==> src/hdl/md5_pkg.sv <==
// Constants, types and helper functions for the streaming MD5 engine.
// No dependencies; imported by md5_stream_hash_top.
package md5_pkg;

  localparam int unsigned WordW = 32;

  localparam logic [WordW-1:0] IV_A = 32'h67452301;
  localparam logic [WordW-1:0] IV_B = 32'hefcdab89;
  localparam logic [WordW-1:0] IV_C = 32'h98badcfe;
  localparam logic [WordW-1:0] IV_D = 32'h10325476;

  localparam logic [WordW-1:0] PAD_BYTE = 32'h0000_0080;

  // Padding progress codes
  localparam logic [1:0] PAD_NONE  = 2'd0;
  localparam logic [1:0] PAD_MARK  = 2'd1;
  localparam logic [1:0] PAD_ZERO  = 2'd2;
  localparam logic [1:0] PAD_LENHI = 2'd3;

  localparam logic [3:0] LEN_LO_SLOT = 4'd14;
  localparam logic [3:0] LAST_SLOT   = 4'd15;
  localparam logic [5:0] LAST_ROUND  = 6'd63;

  typedef enum logic [4:0] {
    S_IDLE  = 5'b00001,
    S_PAD   = 5'b00010,
    S_ROUND = 5'b00100,
    S_FINAL = 5'b01000,
    S_EMIT  = 5'b10000
  } state_t;

  typedef logic [WordW-1:0] word_t;

  function automatic word_t md5_k(input logic [5:0] i);
    word_t k;
    case (i)
      6'd0:  k = 32'hd76aa478;  6'd1:  k = 32'he8c7b756;
      6'd2:  k = 32'h242070db;  6'd3:  k = 32'hc1bdceee;
      6'd4:  k = 32'hf57c0faf;  6'd5:  k = 32'h4787c62a;
      6'd6:  k = 32'ha8304613;  6'd7:  k = 32'hfd469501;
      6'd8:  k = 32'h698098d8;  6'd9:  k = 32'h8b44f7af;
      6'd10: k = 32'hffff5bb1;  6'd11: k = 32'h895cd7be;
      6'd12: k = 32'h6b901122;  6'd13: k = 32'hfd987193;
      6'd14: k = 32'ha679438e;  6'd15: k = 32'h49b40821;
      6'd16: k = 32'hf61e2562;  6'd17: k = 32'hc040b340;
      6'd18: k = 32'h265e5a51;  6'd19: k = 32'he9b6c7aa;
      6'd20: k = 32'hd62f105d;  6'd21: k = 32'h02441453;
      6'd22: k = 32'hd8a1e681;  6'd23: k = 32'he7d3fbc8;
      6'd24: k = 32'h21e1cde6;  6'd25: k = 32'hc33707d6;
      6'd26: k = 32'hf4d50d87;  6'd27: k = 32'h455a14ed;
      6'd28: k = 32'ha9e3e905;  6'd29: k = 32'hfcefa3f8;
      6'd30: k = 32'h676f02d9;  6'd31: k = 32'h8d2a4c8a;
      6'd32: k = 32'hfffa3942;  6'd33: k = 32'h8771f681;
      6'd34: k = 32'h6d9d6122;  6'd35: k = 32'hfde5380c;
      6'd36: k = 32'ha4beea44;  6'd37: k = 32'h4bdecfa9;
      6'd38: k = 32'hf6bb4b60;  6'd39: k = 32'hbebfbc70;
      6'd40: k = 32'h289b7ec6;  6'd41: k = 32'heaa127fa;
      6'd42: k = 32'hd4ef3085;  6'd43: k = 32'h04881d05;
      6'd44: k = 32'hd9d4d039;  6'd45: k = 32'he6db99e5;
      6'd46: k = 32'h1fa27cf8;  6'd47: k = 32'hc4ac5665;
      6'd48: k = 32'hf4292244;  6'd49: k = 32'h432aff97;
      6'd50: k = 32'hab9423a7;  6'd51: k = 32'hfc93a039;
      6'd52: k = 32'h655b59c3;  6'd53: k = 32'h8f0ccc92;
      6'd54: k = 32'hffeff47d;  6'd55: k = 32'h85845dd1;
      6'd56: k = 32'h6fa87e4f;  6'd57: k = 32'hfe2ce6e0;
      6'd58: k = 32'ha3014314;  6'd59: k = 32'h4e0811a1;
      6'd60: k = 32'hf7537e82;  6'd61: k = 32'hbd3af235;
      6'd62: k = 32'h2ad7d2bb;  default: k = 32'heb86d391;
    endcase
    return k;
  endfunction

  // Rotate amount: row is the round group, column is the round index mod 4
  function automatic logic [4:0] md5_rot(input logic [5:0] i);
    logic [4:0] s;
    case ({i[5:4], i[1:0]})
      4'd0:  s = 5'd7;   4'd1:  s = 5'd12;  4'd2:  s = 5'd17;  4'd3:  s = 5'd22;
      4'd4:  s = 5'd5;   4'd5:  s = 5'd9;   4'd6:  s = 5'd14;  4'd7:  s = 5'd20;
      4'd8:  s = 5'd4;   4'd9:  s = 5'd11;  4'd10: s = 5'd16;  4'd11: s = 5'd23;
      4'd12: s = 5'd6;   4'd13: s = 5'd10;  4'd14: s = 5'd15;  default: s = 5'd21;
    endcase
    return s;
  endfunction

  function automatic word_t rotl32(input word_t x, input logic [4:0] s);
    return (x << s) | (x >> (6'd32 - {1'b0, s}));
  endfunction

endpackage

==> src/hdl/md5_stream_hash_top.sv <==
// Streaming MD5 engine: word buffer, padding sequencer and one round unit.
// Depends on md5_pkg.
//
// Takes a message as 32-bit little-endian words (first byte in bits 7..0) and
// returns its 128-bit MD5 digest as four little-endian words once the word
// marked last has been taken. The message must not be empty; on the last word
// byte_count gives the valid bytes (0 adds none, values above 4 count as 4) and
// the bytes above the count are ignored. Words are taken while the engine is
// idle; after the sixteenth word of a block it takes no words while it runs
// one MD5 round per cycle through a single shared round unit (64 rounds) and
// then folds the result into the chaining values. After the last word, the
// engine writes one padding word per cycle (zeros, the 0x80 marker and the
// 64-bit bit length) and runs one or two more compressions before the digest
// appears. The digest sits in an output register; a new message can start
// while it waits, but the next digest holds in the engine until the previous
// one has been taken.
module md5_stream_hash_top (
  input  logic                clk,
  input  logic                rst_n,
  input  logic                in_valid,
  output logic                in_ready,
  input  md5_pkg::word_t      in_data_word,
  input  logic [2:0]          in_byte_count,
  input  logic                in_last_word,
  output logic                out_valid,
  input  logic                out_ready,
  output md5_pkg::word_t      out_digest_a,
  output md5_pkg::word_t      out_digest_b,
  output md5_pkg::word_t      out_digest_c,
  output md5_pkg::word_t      out_digest_d
);
  import md5_pkg::*;

  state_t      state_r, state_nxt;
  logic [1:0]  pad_r, pad_nxt;
  word_t       chain_r [4];
  word_t       abcd_r  [4];
  word_t       block_r [16];
  word_t       dig_r   [4];
  logic [5:0]  round_r;
  logic [3:0]  fill_r;
  logic [63:0] bitlen_r;
  logic        out_valid_r;

  logic        in_xfer;
  logic        wr_en;
  word_t       wr_data;
  logic [5:0]  len_add;
  logic [2:0]  cnt;
  logic        start_cmp;
  logic        emit_go;

  // Round unit signals
  word_t       f_val, m_val, x_val, t_val;
  logic [3:0]  g_idx;

  assign in_ready  = (state_r == S_IDLE);
  assign in_xfer   = in_valid && in_ready;
  assign out_valid = out_valid_r;
  assign out_digest_a = dig_r[0];
  assign out_digest_b = dig_r[1];
  assign out_digest_c = dig_r[2];
  assign out_digest_d = dig_r[3];

  assign cnt       = (in_byte_count > 3'd4) ? 3'd4 : in_byte_count;
  assign start_cmp = wr_en && (fill_r == LAST_SLOT);
  assign emit_go   = (state_r == S_EMIT) && (!out_valid_r || out_ready);

  // Sequencer: buffer writes, padding steps and compression hand-off
  always_comb begin
    state_nxt = state_r;
    pad_nxt   = pad_r;
    wr_en     = 1'b0;
    wr_data   = '0;
    len_add   = '0;
    unique case (state_r)
      S_IDLE: begin
        if (in_valid) begin
          wr_en = 1'b1;
          if (!in_last_word) begin
            wr_data = in_data_word;
            len_add = 6'd32;
          end else begin
            len_add = {cnt, 3'b000};
            pad_nxt = PAD_ZERO;
            case (cnt)
              3'd0: wr_data = PAD_BYTE;
              3'd1: wr_data = {16'h0000, 8'h80, in_data_word[7:0]};
              3'd2: wr_data = {8'h00, 8'h80, in_data_word[15:0]};
              3'd3: wr_data = {8'h80, in_data_word[23:0]};
              default: begin
                wr_data = in_data_word;
                pad_nxt = PAD_MARK;
              end
            endcase
          end
          if (fill_r == LAST_SLOT) begin
            state_nxt = S_ROUND;
          end else if (in_last_word) begin
            state_nxt = S_PAD;
          end
        end
      end
      S_PAD: begin
        wr_en = 1'b1;
        case (pad_r)
          PAD_MARK: begin
            wr_data = PAD_BYTE;
            pad_nxt = PAD_ZERO;
          end
          PAD_ZERO: begin
            if (fill_r == LEN_LO_SLOT) begin
              wr_data = bitlen_r[31:0];
              pad_nxt = PAD_LENHI;
            end
          end
          PAD_LENHI: wr_data = bitlen_r[63:32];
          default:   wr_data = '0;
        endcase
        if (fill_r == LAST_SLOT) begin
          state_nxt = S_ROUND;
        end
      end
      S_ROUND: begin
        if (round_r == LAST_ROUND) begin
          state_nxt = S_FINAL;
        end
      end
      S_FINAL: begin
        case (pad_r)
          PAD_NONE:  state_nxt = S_IDLE;
          PAD_LENHI: state_nxt = S_EMIT;
          default:   state_nxt = S_PAD;
        endcase
      end
      S_EMIT: begin
        if (!out_valid_r || out_ready) begin
          state_nxt = S_IDLE;
          pad_nxt   = PAD_NONE;
        end
      end
      default: state_nxt = S_IDLE;
    endcase
  end

  // Shared round unit: one MD5 round per cycle
  always_comb begin
    case (round_r[5:4])
      2'd0: begin
        f_val = (abcd_r[1] & abcd_r[2]) | (~abcd_r[1] & abcd_r[3]);
        g_idx = round_r[3:0];
      end
      2'd1: begin
        f_val = (abcd_r[3] & abcd_r[1]) | (~abcd_r[3] & abcd_r[2]);
        g_idx = round_r[3:0] * 4'd5 + 4'd1;
      end
      2'd2: begin
        f_val = abcd_r[1] ^ abcd_r[2] ^ abcd_r[3];
        g_idx = round_r[3:0] * 4'd3 + 4'd5;
      end
      default: begin
        f_val = abcd_r[2] ^ (abcd_r[1] | ~abcd_r[3]);
        g_idx = round_r[3:0] * 4'd7;
      end
    endcase
    m_val = block_r[g_idx];
    x_val = abcd_r[0] + f_val + md5_k(round_r) + m_val;
    t_val = abcd_r[1] + rotl32(x_val, md5_rot(round_r));
  end

  // Control state
  always_ff @(posedge clk) begin
    if (!rst_n) begin
      state_r     <= S_IDLE;
      pad_r       <= PAD_NONE;
      chain_r[0]  <= IV_A;
      chain_r[1]  <= IV_B;
      chain_r[2]  <= IV_C;
      chain_r[3]  <= IV_D;
      round_r     <= '0;
      fill_r      <= '0;
      bitlen_r    <= '0;
      out_valid_r <= 1'b0;
    end else begin
      state_r <= state_nxt;
      pad_r   <= pad_nxt;
      if (wr_en) begin
        fill_r <= fill_r + 4'd1;
      end
      if (in_xfer) begin
        bitlen_r <= bitlen_r + 64'(len_add);
      end
      if (start_cmp) begin
        round_r <= '0;
      end else if (state_r == S_ROUND) begin
        round_r <= round_r + 6'd1;
      end
      if (state_r == S_FINAL) begin
        for (int i = 0; i < 4; i++) begin
          chain_r[i] <= chain_r[i] + abcd_r[i];
        end
      end
      // Hand the digest to the output register and clear for the next message
      if (emit_go) begin
        chain_r[0]  <= IV_A;
        chain_r[1]  <= IV_B;
        chain_r[2]  <= IV_C;
        chain_r[3]  <= IV_D;
        fill_r      <= '0;
        bitlen_r    <= '0;
        out_valid_r <= 1'b1;
      end else if (out_ready) begin
        out_valid_r <= 1'b0;
      end
    end
  end

  // Payload: block buffer, working registers and digest
  always_ff @(posedge clk) begin
    if (wr_en) begin
      block_r[fill_r] <= wr_data;
    end
    if (start_cmp) begin
      for (int i = 0; i < 4; i++) begin
        abcd_r[i] <= chain_r[i];
      end
    end else if (state_r == S_ROUND) begin
      abcd_r[0] <= abcd_r[3];
      abcd_r[1] <= t_val;
      abcd_r[2] <= abcd_r[1];
      abcd_r[3] <= abcd_r[2];
    end
    if (emit_go) begin
      for (int i = 0; i < 4; i++) begin
        dig_r[i] <= chain_r[i];
      end
    end
  end

endmodule
==> config.mk <==
export PLATFORM = sky130hd
export DESIGN_NAME = md5_stream_hash_top
export DESIGN_NICKNAME = d
export VERILOG_FILES = /design/src/hdl/md5_pkg.sv /design/src/hdl/md5_stream_hash_top.sv
export SDC_FILE = /design/constraint.sdc
export NUM_CORES = 2
export LEC_CHECK = 0
export BUFFER_PORTS_ARGS = -buffer_cell sky130_fd_sc_hd__buf_4
export CORE_ASPECT_RATIO = 1.25
export CORE_MARGIN = 3
export CORE_UTILIZATION = 30
export CTS_CLUSTER_SIZE = 28
export DETAILED_ROUTE_END_ITERATION = 6
export PLACE_DENSITY = 0.48
export SETUP_SLACK_MARGIN = 0.1
export SYNTH_ARGS = -nofsm -noshare
export SYNTH_HDL_FRONTEND = slang
export SYNTH_SLANG_ARGS = --single-unit
export TNS_END_PERCENT = 50
==> constraint.sdc <==
create_clock -name clk -period 12.35 [get_ports clk]
set_clock_uncertainty 0.15 [all_clocks]
set_input_delay 2.47 -clock clk [delete_from_list [all_inputs] [get_ports clk]]
set_output_delay 2.47 -clock clk [all_outputs]
set_load 0.01 [all_outputs]
==> run metrics <==
FMAX=a little under 0.09 GHz; status=finished, final reports clean; CP Launch Type=flip-flop; most common cell after layout, fill and taps aside=edfxtp_1; gpl congestion=0.919; worst slack, placed=roughly 0.56 ns; initial core utilization=30.2%; critical path's largest stage delay=0.67 ns; CP max FO=53; post-detail-place hpwl=139 mm; Syn Std Cell Area=57600 sq um; post-route ant nets=0; global-route wire length before repair=about 290 mm; NetSw=4.72 mW; Post-synth top flop=edfxtp_1; DP Cell Count=a little under 8k; CP max-delay cell=mux4_4; Fillers=about 19k; Initial DRC Count=3706; WL per Instance=24.0 microns; Req. time, crit path=12.75 ns; TNS Setup=0 ns; Yosys reg bits=1012; Worst-Margin Slew=around 1.2 ns; most frequent cells in the layout=832 x edfxtp_1, 779 x nand2_1, 441 x a21oi_1; Die ar.=197000 sq um; wirelength, routed=196 mm; Int Power=7.82 mW; fraction of registers with async set/reset=0%; largest net degree at the start of global routing=170; core area=191000 sq um; endpoints failing hold=0; CP Data Arrival Time=~12 ns; Area after DPL=62200 sq um; GRT Total Usage=19.4%; Post-Syn Instances=5357; switching share of power=37.6%; LEAKAGE=25.0 nW; area of the multi-input gates=27200 sq um; RSZ-0062 raised after global routing=false; fin cells=8169; CP Class=reg2reg; Row Count=179; Clk pwr share=just under 30%; Max VDD drop=about 0.00013 V; final setup vio count=0; Storage cell area=28600 sq um; CTS tree=done; Distinct cells, synth=109; vias=around 43k; sequential share of power=a little under a third; cell type group with the largest total delay on the critical path=compound AO/OA/AOI/OAI gates; CP dominant cell by count=inv_1; chip width=398 microns; yosys warns=0; Residual DRC=0; total gr overflow=0; Die Ht=496 microns; Max Root-Sink Buffers=3; final worst-path cycle share=93.5%; vias per cell=5.29; total power=~13 mW; Final Cell Area=roughly 66000 sq um; worst hold path type=reg2reg; fin nets=~5.8k; synthesized area per cell=between 10 and 15 sq um; antenna violations before repair=13; Worst-path clk slew=0.06 ns; port bufs=roughly 170; worst hold slack=0.339 ns; TritonCTS Buffers=113; H-tree lvl count=3; pwr/cell area=189 nW/um^2; Area growth, synth to finish=15.3%; clk root buf=clkbuf_16; Slew headroom=a little under a fifth; Sink Count=1012; Core Util, Final=34.8%; final worst setup slack=0.800 ns; worst skew pair latency=0.78 ns; Worst Path Buf+Inv=6; vias in the first global route=about 42k; Combinational Power Share=39.9%; Critical Path Sink Type=flip-flop; Post-synth EDFFs=832; Tmin final=11.55 ns; sequential fraction of the synthesis area=about half; # IOs=170; Pins Over Slew Limit=0; Max-cap violations=0; Net Count, Synth=5690; router iterations before antenna repair=6; share of layout cells above drive strength 1=13.7%
==> sequential cells by signal, summed over array words and instances (netlist names), named ones only <==
name / cells
pad_r: 2
block_r: 512
chain_r: 128
bitlen_r: 61
fill_r: 4
dig_r: 128
state_r: 5
abcd_r: 128
round_r: 6
out_valid: 1
==> power by group through the flow <==
stage          combinational (mW)  clock [mW]  sequential [mW]
2_1_floorplan                3.33           0             3.96
3_3_place_gp                 4.95           0             3.98
3_5_place_dp                 4.94           0             3.98
4_1_cts                      4.97        3.72             3.91
5_1_grt                      5.43        3.85             3.92
6_report                     5.00        3.63             3.91
==> cells in the mapped netlist (all sizes together), types with 12 or more instances <==
library cell  instances  area share (%)
nor3b                24            0.32
a21oi               446             3.9
nand2b               36            0.39
mux2i                93             1.6
nand4                24            0.26
a222oi               17            0.30
or3                  36            0.41
o21bai               13            0.17
dfxtp               180             6.3
ha                  223             4.8
buf                  70            0.57
edfxtp              832              43
clkbuf              208             1.5
a21o                 94             1.2
o221ai               20            0.30
a31oi                45            0.49
nor3                138             1.2
and3                 49            0.54
nor2b                41            0.45
inv                 241             1.6
o31ai                19            0.28
nor2                390             2.5
and4                 12            0.19
nand2               782             5.1
or2                  16            0.17
nand3                81            0.71
o211ai               54            0.71
xnor2               120             1.8
a22oi                18            0.23
o22ai                37            0.40
o311a                18            0.31
o21ai               314             2.7
and2                 20            0.22
mux2                 35            0.68
a211oi               57            0.74
o21a                 28            0.37
xor2                152             2.3
mux4                145             5.7
fa                   70             2.4
==> worst reg2reg max path: cells and delay by family (launching register included) <==
family	cells	cell delay (ns)
compound gates	19	4.91
xor+xnor	3	0.91
fa+ha+maj	7	2.77
buf+inv	6	0.62
flops	1	0.51
mux	2	1.01
simple gates	3	0.45
==> final cells by class <==
class	instances	share of cell area (%)
antenna	38	0.143
clock buffer	136	4.58
clock inverter	80	1.47
inverter	245	1.39
multi-input combinational	3822	40.9
sequential	1012	43.1
tap	2534	4.78
timing repair buffer	302	3.61
==> timing repair <==
item	4_1_cts	5_1_grt
hold buffers	0	0
buffers inserted	0	4
resized for setup	0	3
setup endpoints to repair	0	4
==> routing by layer <==
metal / global-route usage, % / share of wire [%] / up-vias / wire length [microns]
met5: 0 / 0 / - / 0
met4: 8.93 / 4.8 / 0 / 9310
met3: 2.10 / 4.7 / 300 / 9210
met2: 33.0 / 48 / 1339 / 95000
met1: 24.9 / 42 / 21500 / 82400
li1: - / - / 20100 / -
==> final timing paths <==
path / slack, ns / to / from / cells past startpoint
max: 0.80 / abcd_r[1][31] / round_r[0] / 40
min: 0.34 / bitlen_r[3] / bitlen_r[3] / 2
max reg2reg: 0.80 / abcd_r[1][31] / round_r[0] / 40
min reg2reg: 0.34 / bitlen_r[3] / bitlen_r[3] / 2
==> logic make-up after synthesis <==
family / after synthesis / synth area share [%]
buffers and inverters: 523 / 3.67
muxes: 273 / 7.98
DFF: 1012 / 49.7
AOI/OAI and AO/OA: 1308 / 14.3
and+or+nand+nor: 1673 / 12.9
xor gates and xnor gates: 273 / 4.21
adders and majority gates: 295 / 7.32
(Power assumes the default switching activity.)
